[src/design/sdpc_pkg.sv]
// ----------------------------------------------------------------------------
// sdpc_pkg
// types and constants shared by the drive to pwm compare pipeline
// ----------------------------------------------------------------------------
package sdpc_pkg;

  localparam int CFG_IDX_W  = 3;
  localparam int CFG_DATA_W = 16;
  localparam int MASK_W     = 7;

  // configuration register indexes
  typedef enum logic [CFG_IDX_W-1:0] {
    CFG_ENABLED      = 3'd0,
    CFG_INVERT       = 3'd1,
    CFG_OUTPUT_MODE  = 3'd2,
    CFG_TIMER_PERIOD = 3'd3,
    CFG_TICKS_PER_US = 3'd4
  } cfg_idx_t;

  typedef enum logic [1:0] {
    MODE_RC      = 2'd0,
    MODE_CENTER  = 2'd1,
    MODE_PWM_DIR = 2'd2,
    MODE_DUAL    = 2'd3
  } mode_t;

  localparam logic [MASK_W-1:0] MASK_NONE    = 7'h00;
  localparam logic [MASK_W-1:0] MASK_RC      = 7'h01;
  localparam logic [MASK_W-1:0] MASK_CENTER  = 7'h02;
  localparam logic [MASK_W-1:0] MASK_PWM_DIR = 7'h1C;
  localparam logic [MASK_W-1:0] MASK_DUAL    = 7'h60;

  localparam logic [15:0] DRIVE_MIN     = 16'h8000;
  localparam logic [15:0] FULL_SCALE    = 16'h7fff;
  localparam logic [15:0] LEVEL_HIGH    = 16'hffff;
  localparam logic [15:0] TICKS_Q8_RST  = 16'd512;
  localparam logic [10:0] RC_CENTER_US  = 11'd1500;
  localparam logic [10:0] RC_MIN_US     = 11'd1000;
  localparam logic [10:0] RC_MAX_US     = 11'd2000;
  localparam logic [9:0]  RC_HALF_SPAN  = 10'd500;
  localparam logic [24:0] RC_SPAN_US    = 25'd1000;

  typedef struct packed {
    logic        enabled;
    logic        invert;
    mode_t       mode;
    logic [15:0] period;
    logic [15:0] ticks_q8;
  } cfg_t;

  // products after the multiply stage
  typedef struct packed {
    logic        neg;
    logic        ctr_pos;
    logic [24:0] rc_prod;
    logic [31:0] duty_prod;
    logic [31:0] ctr_prod;
  } prod_t;

  // quotients after the divide stage
  typedef struct packed {
    logic        neg;
    logic [10:0] us;
    logic [15:0] duty;
    logic [15:0] ctr;
  } scl_t;

endpackage

[src/design/sdpc_if.sv]
// ----------------------------------------------------------------------------
// sdpc channel interfaces
// valid/ready channels for the drive value and the compare result
// ----------------------------------------------------------------------------
interface sdpc_in_if;
  logic               valid;
  logic               ready;
  logic signed [15:0] drive_value;

  modport source (output valid, output drive_value, input ready);
  modport sink   (input valid, input drive_value, output ready);
endinterface

interface sdpc_out_if;
  logic        valid;
  logic        ready;
  logic [15:0] rc_pulse_compare;
  logic [15:0] center_compare;
  logic [15:0] duty_compare;
  logic [15:0] dir_forward_level;
  logic [15:0] dir_reverse_level;
  logic [15:0] dual_forward_compare;
  logic [15:0] dual_reverse_compare;
  logic [6:0]  write_mask;

  modport source (
    output valid, output rc_pulse_compare, output center_compare,
    output duty_compare, output dir_forward_level, output dir_reverse_level,
    output dual_forward_compare, output dual_reverse_compare, output write_mask,
    input ready
  );
  modport sink (
    input valid, input rc_pulse_compare, input center_compare,
    input duty_compare, input dir_forward_level, input dir_reverse_level,
    input dual_forward_compare, input dual_reverse_compare, input write_mask,
    output ready
  );
endinterface

[src/design/signed_drive_to_pwm_compare.sv]
// ----------------------------------------------------------------------------
// signed_drive_to_pwm_compare: signed drive value to timer compare values
// path: an input transfer passes the registers of stages a, b, c and d to the result
// throughput: one transfer per cycle while out_ch.ready holds, set by the four-register pipeline
// reset: synchronous on rst_n, clears the pipeline, config to its defaults
// ----------------------------------------------------------------------------
module signed_drive_to_pwm_compare (
  input  logic                            clk,
  input  logic                            rst_n,
  sdpc_in_if.sink                         in_ch,
  sdpc_out_if.source                      out_ch,
  input  logic                            cfg_we,
  input  logic [sdpc_pkg::CFG_IDX_W-1:0]  cfg_index,
  input  logic [sdpc_pkg::CFG_DATA_W-1:0] cfg_wdata
);
  import sdpc_pkg::*;

  // pipeline:
  //   stage a  input register, holds the raw drive value
  //   stage b  inversion, magnitude and the three products
  //            (|p|*1000, |p|*period, (32767+p)*period)
  //   stage c  divides by 32767 / 65535 via shift plus remainder fold,
  //            rc pulse clip to 1000..2000 us, clamps to the period
  //   stage d  us * ticks_per_us (q8.8), saturation, mode select, result
  // every stage stalls only when it is full and the next one cannot take,
  // so bubbles are squeezed out while the output waits

  cfg_t  cfg;
  logic  mul_valid;
  logic  mul_ready;
  prod_t mul_prod;
  logic  div_valid;
  logic  div_ready;
  scl_t  div_scl;

  // config must only be written while the pipeline is empty (the block does not enforce this), so stages read it live
  sdpc_cfg_regs u_cfg (
    .clk       (clk),
    .rst_n     (rst_n),
    .cfg_we    (cfg_we),
    .cfg_index (cfg_index),
    .cfg_wdata (cfg_wdata),
    .cfg       (cfg)
  );

  sdpc_mul_stage u_mul (
    .clk      (clk),
    .rst_n    (rst_n),
    .cfg      (cfg),
    .in_ch    (in_ch),
    .dn_valid (mul_valid),
    .dn_ready (mul_ready),
    .dn_prod  (mul_prod)
  );

  sdpc_div_stage u_div (
    .clk      (clk),
    .rst_n    (rst_n),
    .cfg      (cfg),
    .up_valid (mul_valid),
    .up_ready (mul_ready),
    .up_prod  (mul_prod),
    .dn_valid (div_valid),
    .dn_ready (div_ready),
    .dn_scl   (div_scl)
  );

  // result register: the transfer on out_ch happens from here
  sdpc_out_stage u_out (
    .clk      (clk),
    .rst_n    (rst_n),
    .cfg      (cfg),
    .up_valid (div_valid),
    .up_ready (div_ready),
    .up_scl   (div_scl),
    .out_ch   (out_ch)
  );
endmodule

[src/design/sdpc_cfg_regs.sv]
// ----------------------------------------------------------------------------
// sdpc_cfg_regs
// configuration register file, write only
// ----------------------------------------------------------------------------
module sdpc_cfg_regs (
  input  logic                           clk,
  input  logic                           rst_n,
  input  logic                           cfg_we,
  input  logic [sdpc_pkg::CFG_IDX_W-1:0] cfg_index,
  input  logic [sdpc_pkg::CFG_DATA_W-1:0] cfg_wdata,
  output sdpc_pkg::cfg_t                 cfg
);
  import sdpc_pkg::*;

  cfg_t cfg_r;

  always_ff @(posedge clk) begin
    if (!rst_n) begin
      cfg_r.enabled  <= 1'b0;
      cfg_r.invert   <= 1'b0;
      cfg_r.mode     <= MODE_RC;
      cfg_r.period   <= '0;
      cfg_r.ticks_q8 <= TICKS_Q8_RST;
    end else if (cfg_we) begin
      case (cfg_idx_t'(cfg_index))
        CFG_ENABLED:      cfg_r.enabled  <= cfg_wdata[0];
        CFG_INVERT:       cfg_r.invert   <= cfg_wdata[0];
        CFG_OUTPUT_MODE:  cfg_r.mode     <= mode_t'(cfg_wdata[1:0]);
        CFG_TIMER_PERIOD: cfg_r.period   <= cfg_wdata[15:0];
        CFG_TICKS_PER_US: cfg_r.ticks_q8 <= cfg_wdata[15:0];
        default: ;
      endcase
    end
  end

  assign cfg = cfg_r;
endmodule

[src/design/sdpc_mul_stage.sv]
// ----------------------------------------------------------------------------
// sdpc_mul_stage
// input register, inversion and magnitude, then the scaling products
// ----------------------------------------------------------------------------
module sdpc_mul_stage (
  input  logic            clk,
  input  logic            rst_n,
  input  sdpc_pkg::cfg_t  cfg,
  sdpc_in_if.sink         in_ch,
  output logic            dn_valid,
  input  logic            dn_ready,
  output sdpc_pkg::prod_t dn_prod
);
  import sdpc_pkg::*;

  logic        va_r;
  logic [15:0] drv_r;
  logic        vb_r;
  prod_t       prod_r;
  prod_t       prod_nxt;
  logic        ready_a;
  logic        ready_b;

  logic [15:0] p;
  logic [15:0] mag;
  logic [16:0] num;

  assign ready_b     = !vb_r || dn_ready;
  assign ready_a     = !va_r || ready_b;
  assign in_ch.ready = ready_a;

  always_ff @(posedge clk) begin
    if (!rst_n) begin
      va_r <= 1'b0;
      vb_r <= 1'b0;
    end else begin
      if (ready_a) begin
        va_r <= in_ch.valid;
      end
      if (ready_b) begin
        vb_r <= va_r;
      end
    end
  end

  always_ff @(posedge clk) begin
    if (ready_a && in_ch.valid) begin
      drv_r <= in_ch.drive_value;
    end
    if (ready_b && va_r) begin
      prod_r <= prod_nxt;
    end
  end

  always_comb begin
    // negation saturates the most negative code
    if (!cfg.invert) begin
      p = drv_r;
    end else if (drv_r == DRIVE_MIN) begin
      p = FULL_SCALE;
    end else begin
      p = 16'(~drv_r + 16'd1);
    end
    mag = p[15] ? 16'(~p + 16'd1) : p;
    num = {p[15], p} + {1'b0, FULL_SCALE};

    prod_nxt.neg       = p[15];
    prod_nxt.ctr_pos   = !num[16] && (num != 17'd0);
    prod_nxt.rc_prod   = 25'(mag) * RC_SPAN_US;
    prod_nxt.duty_prod = 32'(mag) * 32'(cfg.period);
    prod_nxt.ctr_prod  = 32'(num[15:0]) * 32'(cfg.period);
  end

  assign dn_valid = vb_r;
  assign dn_prod  = prod_r;
endmodule

[src/design/sdpc_div_stage.sv]
// ----------------------------------------------------------------------------
// sdpc_div_stage
// constant divides by 2^k-1 with correction, rc pulse clip, period clamps
// ----------------------------------------------------------------------------
module sdpc_div_stage (
  input  logic            clk,
  input  logic            rst_n,
  input  sdpc_pkg::cfg_t  cfg,
  input  logic            up_valid,
  output logic            up_ready,
  input  sdpc_pkg::prod_t up_prod,
  output logic            dn_valid,
  input  logic            dn_ready,
  output sdpc_pkg::scl_t  dn_scl
);
  import sdpc_pkg::*;

  logic        v_r;
  scl_t        scl_r;
  scl_t        scl_nxt;

  logic [9:0]  rc_q0;
  logic [15:0] rc_rem;
  logic [9:0]  rc_qm;
  logic [16:0] d_q0;
  logic [17:0] d_rem;
  logic [16:0] d_q;
  logic [15:0] c_q0;
  logic [16:0] c_rem;
  logic [16:0] c_q;

  assign up_ready = !v_r || dn_ready;

  always_ff @(posedge clk) begin
    if (!rst_n) begin
      v_r <= 1'b0;
    end else if (up_ready) begin
      v_r <= up_valid;
    end
  end

  always_ff @(posedge clk) begin
    if (up_ready && up_valid) begin
      scl_r <= scl_nxt;
    end
  end

  always_comb begin
    // x / 32767: x >> 15 is low by at most two, the folded remainder fixes it
    rc_q0  = up_prod.rc_prod[24:15];
    rc_rem = {1'b0, up_prod.rc_prod[14:0]} + {6'd0, rc_q0};
    rc_qm  = rc_q0 + 10'(rc_rem >= FULL_SCALE);

    d_q0  = up_prod.duty_prod[31:15];
    d_rem = {3'd0, up_prod.duty_prod[14:0]} + {1'b0, d_q0};
    d_q   = d_q0 + 17'(d_rem >= {2'd0, FULL_SCALE})
                 + 17'(d_rem >= {1'b0, FULL_SCALE, 1'b0});

    // x / 65535, one correction step
    c_q0  = up_prod.ctr_prod[31:16];
    c_rem = {1'b0, up_prod.ctr_prod[15:0]} + {1'b0, c_q0};
    c_q   = {1'b0, c_q0} + 17'(c_rem >= {1'b0, LEVEL_HIGH});

    scl_nxt.neg = up_prod.neg;

    // pulse = 1500 - q, clipped to 1000..2000
    if (rc_qm > RC_HALF_SPAN) begin
      scl_nxt.us = up_prod.neg ? RC_MAX_US : RC_MIN_US;
    end else if (up_prod.neg) begin
      scl_nxt.us = RC_CENTER_US + {1'b0, rc_qm};
    end else begin
      scl_nxt.us = RC_CENTER_US - {1'b0, rc_qm};
    end

    scl_nxt.duty = (d_q > {1'b0, cfg.period}) ? cfg.period : d_q[15:0];

    if (!up_prod.ctr_pos) begin
      scl_nxt.ctr = '0;
    end else if (c_q > {1'b0, cfg.period}) begin
      scl_nxt.ctr = cfg.period;
    end else begin
      scl_nxt.ctr = c_q[15:0];
    end
  end

  assign dn_valid = v_r;
  assign dn_scl   = scl_r;
endmodule

[src/design/sdpc_out_stage.sv]
// ----------------------------------------------------------------------------
// sdpc_out_stage
// rc tick scaling, mode selection and the result register
// ----------------------------------------------------------------------------
module sdpc_out_stage (
  input  logic           clk,
  input  logic           rst_n,
  input  sdpc_pkg::cfg_t cfg,
  input  logic           up_valid,
  output logic           up_ready,
  input  sdpc_pkg::scl_t up_scl,
  sdpc_out_if.source     out_ch
);
  import sdpc_pkg::*;

  logic              v_r;
  logic [15:0]       rc_r,    rc_nxt;
  logic [15:0]       ctr_r,   ctr_nxt;
  logic [15:0]       duty_r,  duty_nxt;
  logic [15:0]       dfwd_r,  dfwd_nxt;
  logic [15:0]       drev_r,  drev_nxt;
  logic [15:0]       xfwd_r,  xfwd_nxt;
  logic [15:0]       xrev_r,  xrev_nxt;
  logic [MASK_W-1:0] mask_r,  mask_nxt;

  logic [26:0] tk_full;
  logic [18:0] tk;
  logic [15:0] tk_sat;

  assign up_ready = !v_r || out_ch.ready;

  always_ff @(posedge clk) begin
    if (!rst_n) begin
      v_r <= 1'b0;
    end else if (up_ready) begin
      v_r <= up_valid;
    end
  end

  always_ff @(posedge clk) begin
    if (up_ready && up_valid) begin
      rc_r   <= rc_nxt;
      ctr_r  <= ctr_nxt;
      duty_r <= duty_nxt;
      dfwd_r <= dfwd_nxt;
      drev_r <= drev_nxt;
      xfwd_r <= xfwd_nxt;
      xrev_r <= xrev_nxt;
      mask_r <= mask_nxt;
    end
  end

  always_comb begin
    // microseconds times ticks per microsecond in q8.8
    tk_full = 27'(up_scl.us) * 27'(cfg.ticks_q8);
    tk      = tk_full[26:8];
    tk_sat  = (|tk[18:16]) ? LEVEL_HIGH : tk[15:0];

    rc_nxt   = '0;
    ctr_nxt  = '0;
    duty_nxt = '0;
    dfwd_nxt = '0;
    drev_nxt = '0;
    xfwd_nxt = '0;
    xrev_nxt = '0;
    mask_nxt = MASK_NONE;
    if (cfg.enabled) begin
      case (cfg.mode)
        MODE_RC: begin
          rc_nxt   = tk_sat;
          mask_nxt = MASK_RC;
        end
        MODE_CENTER: begin
          ctr_nxt  = up_scl.ctr;
          mask_nxt = MASK_CENTER;
        end
        MODE_PWM_DIR: begin
          duty_nxt = up_scl.duty;
          dfwd_nxt = up_scl.neg ? 16'd0 : LEVEL_HIGH;
          drev_nxt = up_scl.neg ? LEVEL_HIGH : 16'd0;
          mask_nxt = MASK_PWM_DIR;
        end
        MODE_DUAL: begin
          xfwd_nxt = up_scl.neg ? 16'd0 : up_scl.duty;
          xrev_nxt = up_scl.neg ? up_scl.duty : 16'd0;
          mask_nxt = MASK_DUAL;
        end
        default: ;
      endcase
    end
  end

  assign out_ch.valid                = v_r;
  assign out_ch.rc_pulse_compare     = rc_r;
  assign out_ch.center_compare       = ctr_r;
  assign out_ch.duty_compare         = duty_r;
  assign out_ch.dir_forward_level    = dfwd_r;
  assign out_ch.dir_reverse_level    = drev_r;
  assign out_ch.dual_forward_compare = xfwd_r;
  assign out_ch.dual_reverse_compare = xrev_r;
  assign out_ch.write_mask           = mask_r;
endmodule

[src/flat_wrapper.sv]
// flat-port wrapper written by rule: the top's interface ports become plain ports
module signed_drive_to_pwm_compare_flat import sdpc_pkg::*;
  (clk, rst_n, cfg_we, cfg_index, cfg_wdata, in_ch_valid, in_ch_drive_value, in_ch_ready, out_ch_valid, out_ch_rc_pulse_compare, out_ch_center_compare, out_ch_duty_compare, out_ch_dir_forward_level, out_ch_dir_reverse_level, out_ch_dual_forward_compare, out_ch_dual_reverse_compare, out_ch_write_mask, out_ch_ready);
  sdpc_in_if in_ch_i ();
  sdpc_out_if out_ch_i ();
  input  logic clk;
  input  logic rst_n;
  input  logic cfg_we;
  input  logic [sdpc_pkg::CFG_IDX_W-1:0] cfg_index;
  input  logic [sdpc_pkg::CFG_DATA_W-1:0] cfg_wdata;
  input wire logic [$bits(in_ch_i.valid)-1:0] in_ch_valid;
  input wire logic [$bits(in_ch_i.drive_value)-1:0] in_ch_drive_value;
  output wire logic [$bits(in_ch_i.ready)-1:0] in_ch_ready;
  output wire logic [$bits(out_ch_i.valid)-1:0] out_ch_valid;
  output wire logic [$bits(out_ch_i.rc_pulse_compare)-1:0] out_ch_rc_pulse_compare;
  output wire logic [$bits(out_ch_i.center_compare)-1:0] out_ch_center_compare;
  output wire logic [$bits(out_ch_i.duty_compare)-1:0] out_ch_duty_compare;
  output wire logic [$bits(out_ch_i.dir_forward_level)-1:0] out_ch_dir_forward_level;
  output wire logic [$bits(out_ch_i.dir_reverse_level)-1:0] out_ch_dir_reverse_level;
  output wire logic [$bits(out_ch_i.dual_forward_compare)-1:0] out_ch_dual_forward_compare;
  output wire logic [$bits(out_ch_i.dual_reverse_compare)-1:0] out_ch_dual_reverse_compare;
  output wire logic [$bits(out_ch_i.write_mask)-1:0] out_ch_write_mask;
  input wire logic [$bits(out_ch_i.ready)-1:0] out_ch_ready;
  assign in_ch_i.valid = in_ch_valid;
  assign in_ch_i.drive_value = in_ch_drive_value;
  assign in_ch_ready = in_ch_i.ready;
  assign out_ch_valid = out_ch_i.valid;
  assign out_ch_rc_pulse_compare = out_ch_i.rc_pulse_compare;
  assign out_ch_center_compare = out_ch_i.center_compare;
  assign out_ch_duty_compare = out_ch_i.duty_compare;
  assign out_ch_dir_forward_level = out_ch_i.dir_forward_level;
  assign out_ch_dir_reverse_level = out_ch_i.dir_reverse_level;
  assign out_ch_dual_forward_compare = out_ch_i.dual_forward_compare;
  assign out_ch_dual_reverse_compare = out_ch_i.dual_reverse_compare;
  assign out_ch_write_mask = out_ch_i.write_mask;
  assign out_ch_i.ready = out_ch_ready;
  signed_drive_to_pwm_compare u_core (.clk(clk), .rst_n(rst_n), .in_ch(in_ch_i), .out_ch(out_ch_i), .cfg_we(cfg_we), .cfg_index(cfg_index), .cfg_wdata(cfg_wdata));
endmodule
[config.mk]
export PLATFORM = sky130hd
export DESIGN_NAME = signed_drive_to_pwm_compare_flat
export DESIGN_NICKNAME = d
export VERILOG_FILES = /design/src/design/sdpc_pkg.sv /design/src/design/sdpc_if.sv /design/src/design/signed_drive_to_pwm_compare.sv /design/src/design/sdpc_cfg_regs.sv /design/src/design/sdpc_mul_stage.sv /design/src/design/sdpc_div_stage.sv /design/src/design/sdpc_out_stage.sv /design/src/flat_wrapper.sv
export SDC_FILE = /design/constraint.sdc
export NUM_CORES = 2
export LEC_CHECK = 0
export ABC_AREA = 1
export BUFFER_PORTS_ARGS = -buffer_cell sky130_fd_sc_hd__buf_2
export CAP_MARGIN = 20
export CORE_MARGIN = 8
export CORE_UTILIZATION = 56
export CTS_CLUSTER_DIAMETER = 40
export DETAILED_ROUTE_END_ITERATION = 10
export PLACE_DENSITY = 0.73
export SLEW_MARGIN = 0
export SYNTH_ARGS = -nofsm -noshare
export SYNTH_HDL_FRONTEND = slang
export SYNTH_SLANG_ARGS = --single-unit
[constraint.sdc]
create_clock -name clk -period 11.5 [get_ports clk]
set_input_delay 2.875 -clock clk [delete_from_list [all_inputs] [get_ports clk]]
set_output_delay 2.875 -clock clk [all_outputs]
set_load 0.01 [all_outputs]
== Word level (Yosys, flattened, before mapping) ==
Cells that the tools add are included.
Storage, ports and cells
  flip-flop bits (word level): 307
  input bits: 40
  output and inout port bits: 121
  logic and storage cells: 102
Operators by class
  add/subtract/negate cells: 12
  $mul: 4
  order comparisons: 7
  equal/unequal tests: 8
  mux-type cells: 12
  bitwise gates (word level): 4
  reduce and logical (&&, ||, !) cells: 28
Operators with widths (number)
  two-way mux 16 bit: 8
  multiplier 16 x 16 -> 32 bit: 2
  adder 17 x 1 -> 17 bit: 2
  > comparator 17 x 16 -> 1 bit: 2
  two-way mux 11 bit: 3
  adder 16 x 1 -> 16 bit (second input constant): 2
  NOT 16 bit: 2
  case mux 7 bit (4 select lines): 1
  multiplier 11 x 16 -> 27 bit: 1
  multiplier 16 x 7 -> 22 bit (second input constant): 1
  adder 15 x 17 -> 18 bit: 1
  >= comparator 18 x 15 -> 1 bit (second input constant): 1
  >= comparator 18 x 16 -> 1 bit (second input constant): 1
  adder 16 x 1 -> 17 bit: 1
  adder 16 x 16 -> 17 bit: 1
  adder 16 x 16 -> 17 bit (second input constant): 1
  >= comparator 17 x 16 -> 1 bit (second input constant): 1
  nonzero test 17 bit: 1
  adder 15 x 10 -> 16 bit: 1
  == test 16 bit (second input constant): 1
  >= comparator 16 x 15 -> 1 bit (second input constant): 1
  AND reduction 2 bit: 8
  adder 11 x 10 -> 11 bit (first input constant): 1
  subtractor 11 x 10 -> 11 bit (first input constant): 1
  15 further kinds: 30

== Depth between registers and ports, before layout ==
  depth in word-level cells: 8
  mapped depth: 44

== Cells and area by module ==
From an unflattened synthesis, not the netlist that was laid out.
Unflattened totals
  cell total of the unflattened synthesis: 5205
  area, all modules: 41811.4 µm²
By module, submodules not included
  sdpc_mul_stage: times used 1, cells each 2763, area an instance 23865.4 µm², seq. area each 3163.0 µm²
  sdpc_out_stage: times used 1, cells each 1194, area an instance 9840.7 µm², seq. area each 2602.5 µm²
  sdpc_div_stage: times used 1, cells each 1024, area an instance 6585.1 µm², seq. area each 1341.3 µm²
  sdpc_cfg_regs: times used 1, cells each 224, area an instance 1520.2 µm², seq. area each 720.7 µm²

== Worst setup path before layout ==
Ideal clock, no wire load.
  path kind: register to register
  from: reg u_core.u_mul.drv_r[0]
  to: reg u_core.u_mul.prod_r (netlist bit u_core.u_mul.dn_prod[28]), data pin
  library setup time: 252 ps
  arrival: 7516 ps
  path slack: 3731 ps
  stages on the path, launching flop included: 42
  clock period less this slack: 7769 ps
  cells stage by stage: edfxtp_1 > inv_2 > ha_1 > nand3_2 > nor2_4 > nand4_4 > inv_1 > nor2_2 > clkbuf_1 > ha_1 > nand2_1 > clkinv_1 > nand3_4 > nor2_8 > nand3_1 > nand2_2 > clkinv_1 > nand2_1 > (+6 left out) > inv_1 > fa_1 > inv_1 > fa_1 > inv_1 > ha_1 > a21oi_1 > inv_1 > a21oi_1 > o21ai_0 > nand2_1 > nand2_1 > a21oi_1 > o21ai_0 > nand2_1 > nand2_1 > nand2_1 > nand2_1
RTL lines
  start: declaration: RTL line sdpc_mul_stage.sv:17  | logic [15:0] drv_r;
  start signal: assignment: RTL line sdpc_mul_stage.sv:48  | drv_r <= in_ch.drive_value;
  end signal: assignment: RTL line sdpc_mul_stage.sv:51  | prod_r <= prod_nxt;
  end: declaration: RTL line sdpc_mul_stage.sv:19  | prod_t prod_r;

==> impl_table.tex <==
\begin{tabular}{lr}
\hline
Metric & Value \\
\hline
\multicolumn{2}{l}{\textbf{Run status}} \\
\quad Outcome & finished clean \\
\multicolumn{2}{l}{\textbf{Timing}} \\
\quad Final count of negative-setup-slack endpoints & 0 \\
\quad Worst-case headroom to the max-slew limit & 0.303 \\
\quad Setup TNS & 0 ns \\
\quad Period utilisation layout & 0.781 \\
\quad Minimum clock period & 8.98 ns \\
\quad Maximum clock skew at final layout & about 0.048 ns \\
\quad Slew of the pin with the lowest slew margin & 1.04 ns \\
\quad Hold Violations, Final & 0 \\
\quad Highest clock frequency the design can meet & roughly 110 MHz \\
\quad RSZ-0062 raised after global routing & no \\
\quad Final slew viol count & 0 \\
\quad Worst hold slack across all endpoints & just under 0.5 ns \\
\multicolumn{2}{l}{\textbf{Min path}} \\
\quad Min-Delay Path Class & reg -> reg \\
\multicolumn{2}{l}{\textbf{Pwr}} \\
\quad Switch Pwr & between 2 and 2.5 mW \\
\quad Clk pwr share & 0.252 \\
\quad Switching power share of the total & 0.429 \\
\quad Largest vdd supply drop & 0.200 mV \\
\quad Design internal power & 3.21 mW \\
\quad Power density normalized to cell area & around 130 mW/mm\^{}2 \\
\quad P\_leak & between 20 and 25 nW \\
\quad Combinational Power Share & 0.503 \\
\quad Portion of total power attributed to sequential cells & 0.245 \\
\multicolumn{2}{l}{\textbf{Layout}} \\
\quad Final net count & between 5,000 and 6,000 \\
\quad Final Cell Area & around 0.043 sq mm \\
\quad Share of final-layout standard cells stronger than drive strength 1 & 0.0756 \\
\quad Antenna cell count & 0 \\
\quad Area grow syn2layout & 7.54\% \\
\multicolumn{2}{l}{\textbf{Routing}} \\
\quad Number of DRC markers after the initial detailed-route iteration & $\sim$2,700 \\
\quad Antenna violation net count after detailed routing & 0 \\
\quad Mean routed wirelength per cell & around 18 um \\
\quad Number of search-and-repair iterations in the first detailed-routing pass & 6 \\
\quad Total DRC errors in the routed layout & 0 \\
\quad Wl on met1 & about 43 mm \\
\quad Routed vias & about 32,000 \\
\quad Highest routed layer & met5 \\
\quad Met2 Wirelength & 48.7 mm \\
\quad Sum of routed wire length over all layers & $\sim$110 mm \\
\quad Post-DR vias/cell & approximately 5.5 \\
\quad Routed length on met3 & 10.1 mm \\
\multicolumn{2}{l}{\textbf{Yosys}} \\
\quad Distinct cells, synth & 53 \\
\quad Number of synthesized flops with an enable pin & approximately 230 \\
\quad Sequential element share of the synthesized area & 0.197 \\
\quad Cell count after synthesis & 4,742 \\
\quad Post-synth top area cell & fa\_1 \\
\quad Main flop type after synthesis & edfxtp\_1 \\
\quad Area share of the largest cell type after synthesis & 0.287 \\
\quad Synthesized netlist net count & approximately 5,800 \\
\quad Top cells by count, synth & inv\_1 (981), nand2\_1 (905), fa\_1 (570) \\
\quad Number of register bits inferred by synthesis & $\sim$270 \\
\quad Syn Area/Cell & 8.40 sq um \\
\quad Warnings, synthesis & 0 \\
\quad Share of async-settable or async-resettable flops after synthesis & 0 \\
\quad Xor-xnor portion of the synthesized cell area & 0.0357 \\
\quad Mux cell area share after synthesis & 0 \\
\quad Leading cell types by total area after synthesis & fa\_1 (29\%), edfxtp\_1 (18\%), ha\_1 (13\%) \\
\quad Adder and majority cell fraction of the synthesized area & 0.413 \\
\quad Combined area of all synthesized cells & about 0.04 sq mm \\
\quad Simple-gate share of the synthesized area & 0.179 \\
\quad Top-count cell post-synth & inv\_1 \\
\quad Fraction of the mapped netlist area in compound gates & 0.0593 \\
\quad Dominant combinational cell family by area after synthesis & adder cells \\
\multicolumn{2}{l}{\textbf{Setup path}} \\
\quad Critical Path Max Stage Delay & approximately 0.57 ns \\
\quad Critical Path End Type & flip-flop \\
\quad Req. time, crit path & approximately 12 ns \\
\quad Critical path start-end classification & reg -> reg \\
\quad CP Max Fanout & 19 \\
\quad Type of origin of the critical path & flip-flop \\
\quad Arrival time reported for the critical path endpoint & 9.30 ns \\
\quad Standard cell with the maximum stage delay on the critical path & clkinv\_1 \\
\quad Critical path's most frequent cell & fa\_1 \\
\multicolumn{2}{l}{\textbf{Clock network}} \\
\quad Hold-fix buffer count after cts & 0 \\
\quad Total CTS buffers & 45 \\
\quad Maximum level of the CTS H-tree & 2 \\
\quad Number of buffers added for setup after CTS & 0 \\
\quad Clock input transition at the sequential cells of the worst setup and hold paths & approximately 0.060 ns \\
\quad Worst skew pair latency & 0.62 ns \\
\quad TritonCTS clock tree & yes \\
\quad \# resized after CTS & 0 \\
\quad Bufs on Longest Clock Path & 3 \\
\quad Clock sink count & roughly 270 \\
\quad Library cell used as clock root buffer & clkbuf\_16 \\
\multicolumn{2}{l}{\textbf{Place}} \\
\quad Half-perimeter wire length after placement & 83.8 mm \\
\quad Port buffer count & 160 \\
\quad Instance area at placement & between 0.04 and 0.05 sq mm \\
\quad Routability congestion estimate & 0.957 \\
\multicolumn{2}{l}{\textbf{Global route}} \\
\quad Pin count of the biggest net entering global routing & 81 \\
\quad Wire length of the first global-routing pass & about 170 mm \\
\quad Initial antenna violation count & 0 \\
\quad Overflow after GRT & 0 \\
\quad Vias in the first global route & around 33,000 \\
\quad Total track usage & 0.271 \\
\multicolumn{2}{l}{\textbf{Job}} \\
\quad Maxcap violations & 0 \\
\multicolumn{2}{l}{\textbf{Floorplan}} \\
\quad Die area & about 0.08 sq mm \\
\quad I/O pins & $\sim$160 \\
\quad Initial cell density of the core & 0.567 \\
\quad Cell Rows & 97 \\
\quad Width of the die & 283 um \\
\quad Floorplan die height & 283 um \\
\quad Core Area & approximately 0.070 sq mm \\
\hline
\end{tabular}
area by class of cell:
type	count	area [sq um]
fillers	6087	27400
multi-input cells	3280	27400
flip-flops and latches	274	7830
inverters	1014	3810
well taps	940	1180
clock buffers	49	1160
repair buffers	191	1050
clock inverters	34	443
power by group through the flow:
stage | logic [mW] | registers, mW | clock network (mW)
floorplan | 2.18 | 1.34 | 0
global placement | 2.75 | 1.39 | 0
detailed placement | 2.81 | 1.39 | 0
CTS | 2.83 | 1.37 | 1.44
global route | 3.22 | 1.39 | 1.48
finish | 2.83 | 1.38 | 1.42
placed cells by master (no fill, tap or decap), types with 33 or more instances in the layout:
cell type | netlist | final
inv_1 | 981 | 979
nand2_1 | 905 | 905
fa_1 | 570 | 570
nor2_1 | 518 | 516
ha_1 | 401 | 401
edfxtp_1 | 234 | 234
a21oi_1 | 204 | 204
buf_2 | 21 | 160
o21ai_0 | 140 | 139
nand3_1 | 131 | 131
xor2_1 | 103 | 103
xnor2_1 | 56 | 56
clkbuf_16 | 0 | 46
nand4_1 | 41 | 41
dfxtp_1 | 40 | 40
nor3_1 | 34 | 33
metrics by stage:
stage | std cells | utilization | setup WS (ns) | power, mW
after CTS | 5781 | 0.609 | 2.61 | 5.64
after floorplan | 4742 | - | 3.73 | 3.52
after global placement | 5697 | 0.586 | 2.84 | 4.15
final | 5782 | 0.609 | 2.52 | 5.62
after global routing | 5782 | 0.609 | 1.83 | 6.09
after detailed placement | 5698 | 0.586 | 2.63 | 4.20
sequential cells by signal (all words and copies together) (netlist names), 4 cells and up:
name	cells
u_core.u_cfg.cfg	36
u_core.u_div.dn_scl	44
u_core.u_mul.dn_prod	88
u_core.u_mul.drv_r	16
u_core.u_out.out_ch.center_compare	16
u_core.u_out.out_ch.dual_forward_compare	16
u_core.u_out.out_ch.dual_reverse_compare	16
u_core.u_out.out_ch.duty_compare	16
u_core.u_out.out_ch.rc_pulse_compare	16
u_core.u_out.out_ch.write_mask	4
critical path, delay by kind of cell, from the launching register on:
family	cells	cell delay, ns
simple gates	15	2.08
compound gates	4	0.76
buf+inv	9	1.53
fa+ha+maj	9	3.73
flops	1	0.41
xor+xnor	1	0.17
metal layers:
layer,vias up,GRT usage
li1,14700,-
met1,15400,0.348
met2,1373,0.445
met3,302,0.0595
met4,2,0.108
met5,-,0.00549
final timing paths:
kind	slack, ns	cells after the start	from	endpoint
max	2.52	38	u_core.u_mul.drv_r[0]	u_core.u_mul.dn_prod[59]
min	0.48	2	u_core.u_mul.va_r	u_core.u_mul.dn_valid
max reg2reg	2.52	38	u_core.u_mul.drv_r[0]	u_core.u_mul.dn_prod[59]
min reg2reg	0.48	2	u_core.u_mul.va_r	u_core.u_mul.dn_valid
logic make-up after synthesis:
family,Yosys count
compound gates,429
xor+xnor,160
buf+inv,1188
fa+ha+maj,971
simple gates,1720
flops,274
(Power assumes the default switching activity.)
